===== src/rtl/signed_counted_multiset_table_defines.svh =====
// assertion macros for the multiset table rtl
`ifndef SIGNED_COUNTED_MULTISET_TABLE_DEFINES_SVH
`define SIGNED_COUNTED_MULTISET_TABLE_DEFINES_SVH

// same-cycle implication, checked out of reset
`define SCT_ASSERT_NOW(label, ante, cons, msg) \
    label: assert property (@(posedge i_clk) disable iff (!i_rst_n) \
        (ante) |-> (cons)) else $error(msg);

// next-cycle implication, checked out of reset
`define SCT_ASSERT_NEXT(label, ante, cons, msg) \
    label: assert property (@(posedge i_clk) disable iff (!i_rst_n) \
        (ante) |=> (cons)) else $error(msg);

`endif


===== src/rtl/sct_pkg.sv =====
// types and constants of the signed counted multiset table
`timescale 1ns / 1ps

package sct_pkg;

    localparam int DEPTH   = 16;
    localparam int CNT_W   = 32;
    localparam int ID_W    = 32;
    localparam int ENT_W   = 5;
    localparam int N_W     = $clog2(DEPTH + 1);

    localparam logic signed [ID_W-1:0] ID_MIN = {1'b1, {(ID_W - 1){1'b0}}};

    // command codes
    localparam logic [1:0] CMD_ADD = 2'd0;
    localparam logic [1:0] CMD_REM = 2'd1;
    localparam logic [1:0] CMD_CMP = 2'd2;

    // status codes
    localparam logic [1:0] ST_OK   = 2'd0;
    localparam logic [1:0] ST_FULL = 2'd1;
    localparam logic [1:0] ST_SAT  = 2'd2;

    typedef struct packed {
        logic signed [ID_W-1:0] id;
        logic [CNT_W-1:0]       cnt;
    } t_entry;

    // what every cell updates in the execute cycle
    typedef enum logic [2:0] {
        OP_NONE,
        OP_INC,
        OP_DEC,
        OP_DROP,
        OP_INS
    } t_op;

    // key broadcast to all cells
    typedef struct packed {
        logic                   bank;
        logic signed [ID_W-1:0] key;
        logic signed [ID_W-1:0] neg;
    } t_probe;

    typedef struct packed {
        logic en;
        t_op  op;
        logic use_neg;
    } t_act;

    // per-cell compare results
    typedef struct packed {
        logic eq_key;
        logic eq_neg;
        logic lt_key;
        logic lt_neg;
        logic max_key;
        logic one_key;
        logic one_neg;
        logic same;
    } t_flags;

endpackage


===== src/rtl/sct_cell.sv =====
// one table slot holding the entry of each bank at this sorted position
`timescale 1ns / 1ps

module sct_cell (
    input  logic             i_clk,
    input  sct_pkg::t_probe  i_probe,
    input  sct_pkg::t_act    i_act,
    input  logic             i_valid,
    input  sct_pkg::t_flags  i_left_flags,
    input  sct_pkg::t_entry  i_left,
    input  sct_pkg::t_entry  i_right,
    output sct_pkg::t_entry  o_entry,
    output sct_pkg::t_flags  o_flags
);
    import sct_pkg::*;

    t_entry r_ent [2];
    t_entry w_cur;
    t_entry w_new;
    logic   w_eq;
    logic   w_lt;
    logic   w_left_lt;
    logic   w_at_max;
    logic   w_is_one;

    assign w_cur   = r_ent[i_probe.bank];
    assign o_entry = w_cur;

    // compare the selected bank entry against key and negated key
    assign w_at_max = &w_cur.cnt;
    assign w_is_one = (w_cur.cnt <= CNT_W'(1));

    always_comb begin
        o_flags         = '0;
        o_flags.eq_key  = i_valid && (w_cur.id == i_probe.key);
        o_flags.eq_neg  = i_valid && (w_cur.id == i_probe.neg);
        o_flags.lt_key  = i_valid && ($signed(w_cur.id) < $signed(i_probe.key));
        o_flags.lt_neg  = i_valid && ($signed(w_cur.id) < $signed(i_probe.neg));
        o_flags.max_key = o_flags.eq_key && w_at_max;
        o_flags.one_key = o_flags.eq_key && w_is_one;
        o_flags.one_neg = o_flags.eq_neg && w_is_one;
        o_flags.same    = (r_ent[0] == r_ent[1]);
    end

    // pick the key the update acts on
    assign w_eq      = i_act.use_neg ? o_flags.eq_neg : o_flags.eq_key;
    assign w_lt      = i_act.use_neg ? o_flags.lt_neg : o_flags.lt_key;
    assign w_left_lt = i_act.use_neg ? i_left_flags.lt_neg : i_left_flags.lt_key;

    assign w_new.id  = i_probe.key;
    assign w_new.cnt = CNT_W'(1);

    // count update or shift toward a neighbor
    always_ff @(posedge i_clk) begin
        if (i_act.en) begin
            case (i_act.op)
                OP_INC: begin
                    if (w_eq) begin
                        r_ent[i_probe.bank].cnt <= w_cur.cnt + CNT_W'(1);
                    end
                end
                OP_DEC: begin
                    if (w_eq) begin
                        r_ent[i_probe.bank].cnt <= w_cur.cnt - CNT_W'(1);
                    end
                end
                OP_DROP: begin
                    if (!w_lt) begin
                        r_ent[i_probe.bank] <= i_right;
                    end
                end
                OP_INS: begin
                    if (!w_lt) begin
                        r_ent[i_probe.bank] <= w_left_lt ? w_new : i_left;
                    end
                end
                default: begin
                end
            endcase
        end
    end

endmodule


===== config.mk =====
export PLATFORM = sky130hd
export DESIGN_NAME = sct_cell
export DESIGN_NICKNAME = d
export VERILOG_FILES = /design/src/rtl/signed_counted_multiset_table_defines.svh /design/src/rtl/sct_pkg.sv /design/src/rtl/sct_cell.sv
export SDC_FILE = /design/constraint.sdc
export NUM_CORES = 1
export LEC_CHECK = 0
export BUFFER_PORTS_ARGS = -buffer_cell sky130_fd_sc_hd__clkbuf_2
export CAP_MARGIN = 15
export CORE_ASPECT_RATIO = 1.2
export CORE_MARGIN = 10
export CORE_UTILIZATION = 35
export CTS_BUF_LIST = sky130_fd_sc_hd__clkbuf_2 sky130_fd_sc_hd__clkbuf_4 sky130_fd_sc_hd__clkbuf_8
export DETAILED_ROUTE_END_ITERATION = 10
export PLACE_DENSITY_LB_ADDON = 0.1
export SLEW_MARGIN = 40
export SYNTH_ARGS = -nofsm -noshare
export SYNTH_HDL_FRONTEND = slang
export SYNTH_SLANG_ARGS = --single-unit

===== constraint.sdc =====
create_clock -name i_clk -period 17 [get_ports i_clk]
set_clock_uncertainty 0.2 [all_clocks]
set_input_delay 0.85 -clock i_clk [delete_from_list [all_inputs] [get_ports i_clk]]
set_output_delay 0.85 -clock i_clk [all_outputs]
set_load 0.05 [all_outputs]

After elaboration in Yosys (flattened, before gate mapping) --
Memory sizes are Yosys's and may differ from the RTL's. Cells that the tools add are included.
Cells by class: bitwise gates (word level) 4, reductions and logical operators 8, multiplexer cells 22, magnitude comparators 3, add/sub/neg operators 2, equal/unequal tests 7
Operators by type and width (number):
- 2-to-1 mux 32 bit | 4
- == test 32 bit | 2
- == test 64 bit | 1
- less-than comparator 32 bit | 2
- 2-to-1 mux 64 bit | 1
- adder 32 x 1 -> 32 bit, second input constant | 1
- less-or-equal comparator 32 x 1 -> 1 bit, second input constant | 1
- AND reduction 32 bit | 1
- subtractor 32 x 1 -> 32 bit, second input constant | 1
- 2-to-1 mux 1 bit | 17
- logical AND 1 bit | 7
- == test 3 x 2 -> 1 bit, second input constant | 2
- OR 1 bit | 4
- == test 3 x 1 -> 1 bit, second input constant | 1
- == test 3 bit, second input constant | 1
Word-level totals: input bits 208, memories kept 1, register bits after elaboration 0, RAM bits 128, logic and storage cells 47
Memory list:
- r_ent | depth 2, bits a word 64, rd ports 3, clocked after Yosys merged registers in 0, write ports 1, line sct_cell.sv:17 | t_entry r_ent [2];

Depth between registers and ports, before layout --
An unclocked memory read counts as a cell.
depth in word-level cells 11, depth in mapped cells 20

Worst setup path before layout --
No wires, ideal clock.
kind input to register, start point in i_probe[64] (netlist name), end point mem r_ent[0][32] (netlist name) (enable), slack 8765 ps, stages on the path 19, arrival 7574 ps, setup time 461 ps, required time 16339 ps, cell sequence buf_6 > buf_2 > buf_4 > buf_4 > buf_2 > clkbuf_1 > clkbuf_1 > buf_1 > mux2_2 > ha_1 > nand4_1 > nor4_1 > a21boi_0 > o41a_1 > or4_1 > nand4_1 > nand2_1 > clkbuf_1 > nor3_1
RTL lines:
- from (decl) | line sct_cell.sv:6 | input sct_pkg::t_probe i_probe,
- to (decl) | line sct_cell.sv:17

==> results.md <==
Outcome:
- The flow ran to the end, and the final reports show no timing, DRC or antenna violations.

Clock network:
- Post-CTS repair changed the size of 0 cells.
- Clock tree synthesis found a total of 128 sinks.
- The number of clock buffers added by TritonCTS is 17.
- In this run the post-CTS setup repair buffer count came out at 0.
- The clock reaches the later pin of the worst-skew pair after 0.46 ns.
- The clock tree from TritonCTS is built.
- The total number of H-tree levels is 4.
- The tree is rooted in a clkbuf_8.
- The maximum number of buffers from clock root to sink is 2.
- After clock tree synthesis, the flow added hold-fix buffers numbering 0.
- The clock-pin slew on the worst setup and hold paths is 0.09 ns.

Global routing:
- The global-route wire length before repair is 54.4 mm.
- Across every metal layer, demand over resource in global routing totals 20.0%.
- The via count of the first global-routing pass is ~9,200.
- Entering global routing, the biggest net connects 76 pins.
- The number of antenna violations at the first check in global routing is 4.
- The global route total overflow is 0.

Worst setup path:
- The cell with the largest stage delay on the worst path is or4_1.
- The category of the worst setup path capture point is an output pin.
- The critical path goes through buf_4 > buf_4 > buf_4 > mux2i_2 > o211ai_2 > or4_1 > or3_4 > or4_1 > or4_1 > nor2_1 > clkbuf_2.
- The launching point of the worst reg2reg path is r_ent[0][47].
- The worst reg2reg path endpoint is r_ent[1][62].
- The kind of start point of the critical path is an input port.
- The setup path with the least slack is of type in2out.
- Counting buffers and inverters, the worst setup path is 11 cells deep.
- On the worst path, the slowest cell contributes a delay of 0.65 ns.
- Measured in cells, the most critical reg-to-reg path has a length of 10.
- At the worst endpoint, the required time is about 16 ns.
- The sum of buffers and inverters on the critical path is 4.
- Along the worst path, the maximum fanout reaches 37.
- The arrival time at the worst endpoint is ~5.6 ns.
- The critical path's top delay family is simple AND/OR/NAND/NOR gates.
- For flop-to-flop paths, the worst setup slack is approximately 12 ns.

Detailed routing:
- Using the TritonRoute via totals, the vias-per-cell ratio works out to 5.30.
- After detailed routing, the average wire length per cell comes to 21.9 um.
- The final layout contains routed wiring with a total length of 36.2 mm.
- The first-pass iteration count of the detailed router is 5.
- The count of routing violations after the opening detailed-route iteration is 519.
- In this run the remaining antenna-violating nets after routing total 0.
- The overall via count from detail_route is between 8,000 and 9,000.
- For this run, design rule violations remaining after detail routing come to 0.

Power:
- The leakage power figure is 5.09 nW.
- VDD sags by at most 0.0466 mV.
- The power density of the placed cells is just under 70 nW/um2.

Die:
- The area inside the core boundary is 27,900 um2.
- The row count is 67.
- The die covers 35,500 um2.
- The initial utilization of the core area, before any placement, comes to about 36%.
- The die extent in x is 174 um.
- During I/O placement, the number of pins put on the boundary was 280.
- The die is 204 um tall.

Timing:
- The worst pin sits at a relative slew slack of 43.3%.
- The worst path needs 6.61 ns of the cycle, external delays included.
- Of the available clock period, the critical path in the final layout requires 38.9%.
- After routing, the total negative slack on setup checks comes to 0 ns.
- The final-report max-slew violation count is 0.
- At the pin with the least slew margin, the transition time is 0.850 ns.
- Setup repair after global routing left no endpoint under its margin.
- The worst setup slack after layout is 10.39 ns.
- Based on the critical path, the design can be clocked at up to 151 MHz.
- The number of endpoints with negative hold slack in the final report came to 0.
- The count of final setup violators is 0.

Yosys:
- After synthesis the netlist holds a flip-flop and latch count of approximately 130.
- Among all flip-flop cells after synthesis, the most frequent one is edfxtp_1.
- Summing the sequential cell areas from Yosys gives 38.8% of the chip area.
- edfxtp_1 is the most common cell in the netlist.
- After synthesis, the share of flip-flops with an asynchronous set or reset is 0%.
- The distinct cell type count of the synthesized netlist is 64.
- The count of flip-flops with a built-in enable after synthesis is 128.
- The synthesized design devotes to its leading area cell type 38.8% of total area.
- Synthesis produced a netlist with a net count of 1,272.
- In the synthesized netlist, the number of instances is 997.
- Each instance of the synthesized netlist takes up on average 9.94 um2.
- The synthesized area is 9910 um2.
- Summed over all instances, the cell type with the most area after synthesis is edfxtp_1.
- The Yosys step of the flow raised 0 warnings.
- Ranked by instance count, the synthesized netlist is headed by edfxtp_1 (128), inv_1 (88), mux2_2 (80), nand2_1 (80), ha_1 (67).
- After synthesis, the cell types taking the most area are edfxtp_1 (39%), mux2_2 (9.1%), ha_1 (8.5%), xor2_1 (5.8%), inv_1 (3.3%).

Placed design:
- The estimated wirelength of the detail-placed design is roughly 29 mm.
- Prior to clock tree synthesis, the placed netlist has a worst setup slack of 10.12 ns.
- The quantity of I/O buffers inserted on ports is ~270.
- The congestion estimate from routability-driven global placement came to 0.859.

Layout:
- Relative to the synthesized area, the layout overhead comes to 22.8%.
- The register with the most flip-flops in the layout has 128 of them.
- Cells with a size suffix above 1 make up 32.8% of the layout.
- The number of nets in the layout is roughly 1,500.
- The layout filler cell count is 2,801.
- Ranked by flip-flop count, first place goes to r_ent.
- In the final layout, the registers with the most flip-flops are r_ent (128).

Min path:
- The launch instance of the worst min-delay path is i_right[41].
- The min-delay analysis places its worst path in the category in2reg.
- The worst hold path passes through 2 cells.
- The hold path endpoint is r_ent[1][41].

Job:
- The number of max-capacitance violations reported is 0.
-- per-stage QoR --
stage	hold slack, ns	area (um2)	util [%]	instances	power (mW)
2_1_floorplan	0.648	9910	-	997	0.481
3_3_place_gp	0.711	11700	41.9	1616	0.545
3_5_place_dp	0.730	11700	42.1	1618	0.547
4_1_cts	0.486	12200	43.6	1650	0.835
5_1_grt	0.498	12200	43.6	1650	0.866
6_report	0.508	12200	43.6	1651	0.827
-- metal layers --
metal	track usage (%)	share of wire [%]	up-vias
met5	0	0.097	-
met4	5.72	1.9	4
met3	5.29	6.8	38
met2	34.6	49	289
met1	23.9	42	4160
li1	-	-	4253
-- how the worst max path moves through the flow --
stage                   endpoint         from
floorplan           r_ent[0][32]  i_probe[64]
global placement    r_ent[1][50]  i_probe[64]
detailed placement  r_ent[1][57]  i_probe[64]
CTS                   o_flags[2]  i_probe[64]
global route          o_flags[2]  i_probe[64]
finish                o_flags[2]  i_probe[64]
-- where the power goes --
group          internal [mW]  switching [mW]  total, mW
Combinational         0.0650           0.112      0.177
Sequential             0.357         0.00492      0.362
Clock                  0.149           0.139      0.288
Total                  0.571           0.256      0.827
-- cells by family (layout without fill, tap and decap cells) --
family | after synthesis | count (layout) | synth area share (%)
AOI/OAI and AO/OA | 205 | 205 | 13.3
buffers and inverters | 131 | 405 | 5.16
other | 0 | 1 | 0
xor gates and xnor gates | 94 | 94 | 8.31
and+or+nand+nor | 265 | 265 | 14.1
muxes | 107 | 107 | 11.9
adders and majority gates | 67 | 67 | 8.46
DFF | 128 | 128 | 38.8
-- layout make-up --
class | count | area (um2) | area share, %
Multi-Input combinational cell | 738 | 5630 | 46.3
Clock inverter | 14 | 179 | 1.47
Clock buffer | 18 | 241 | 1.98
Tap cell | 379 | 474 | 3.90
Timing Repair Buffer | 285 | 1470 | 12.0
Inverter | 88 | 330 | 2.71
Antenna cell | 1 | 2.50 | 0.0206
Sequential cell | 128 | 3840 | 31.6
-- cell usage in the layout, fill, tap and decap left out, drive strengths merged, types with 6 or more instances in the layout --
| cell type | n |
|---|---|
| nor3 | 20 |
| o21ai | 53 |
| nand3b | 6 |
| buf | 13 |
| nor4 | 29 |
| o2111ai | 6 |
| nor2 | 38 |
| ha | 67 |
| o22a | 9 |
| inv | 93 |
| a22oi | 26 |
| edfxtp | 128 |
| nand4 | 24 |
| nand3 | 21 |
| xor2 | 66 |
| o211ai | 7 |
| clkbuf | 290 |
| a21oi | 42 |
| or4 | 9 |
| mux2 | 80 |
| o22ai | 24 |
| mux2i | 27 |
| xnor2 | 28 |
| nand2 | 80 |
No activity file was read; power rests on OpenSTA's default activity.
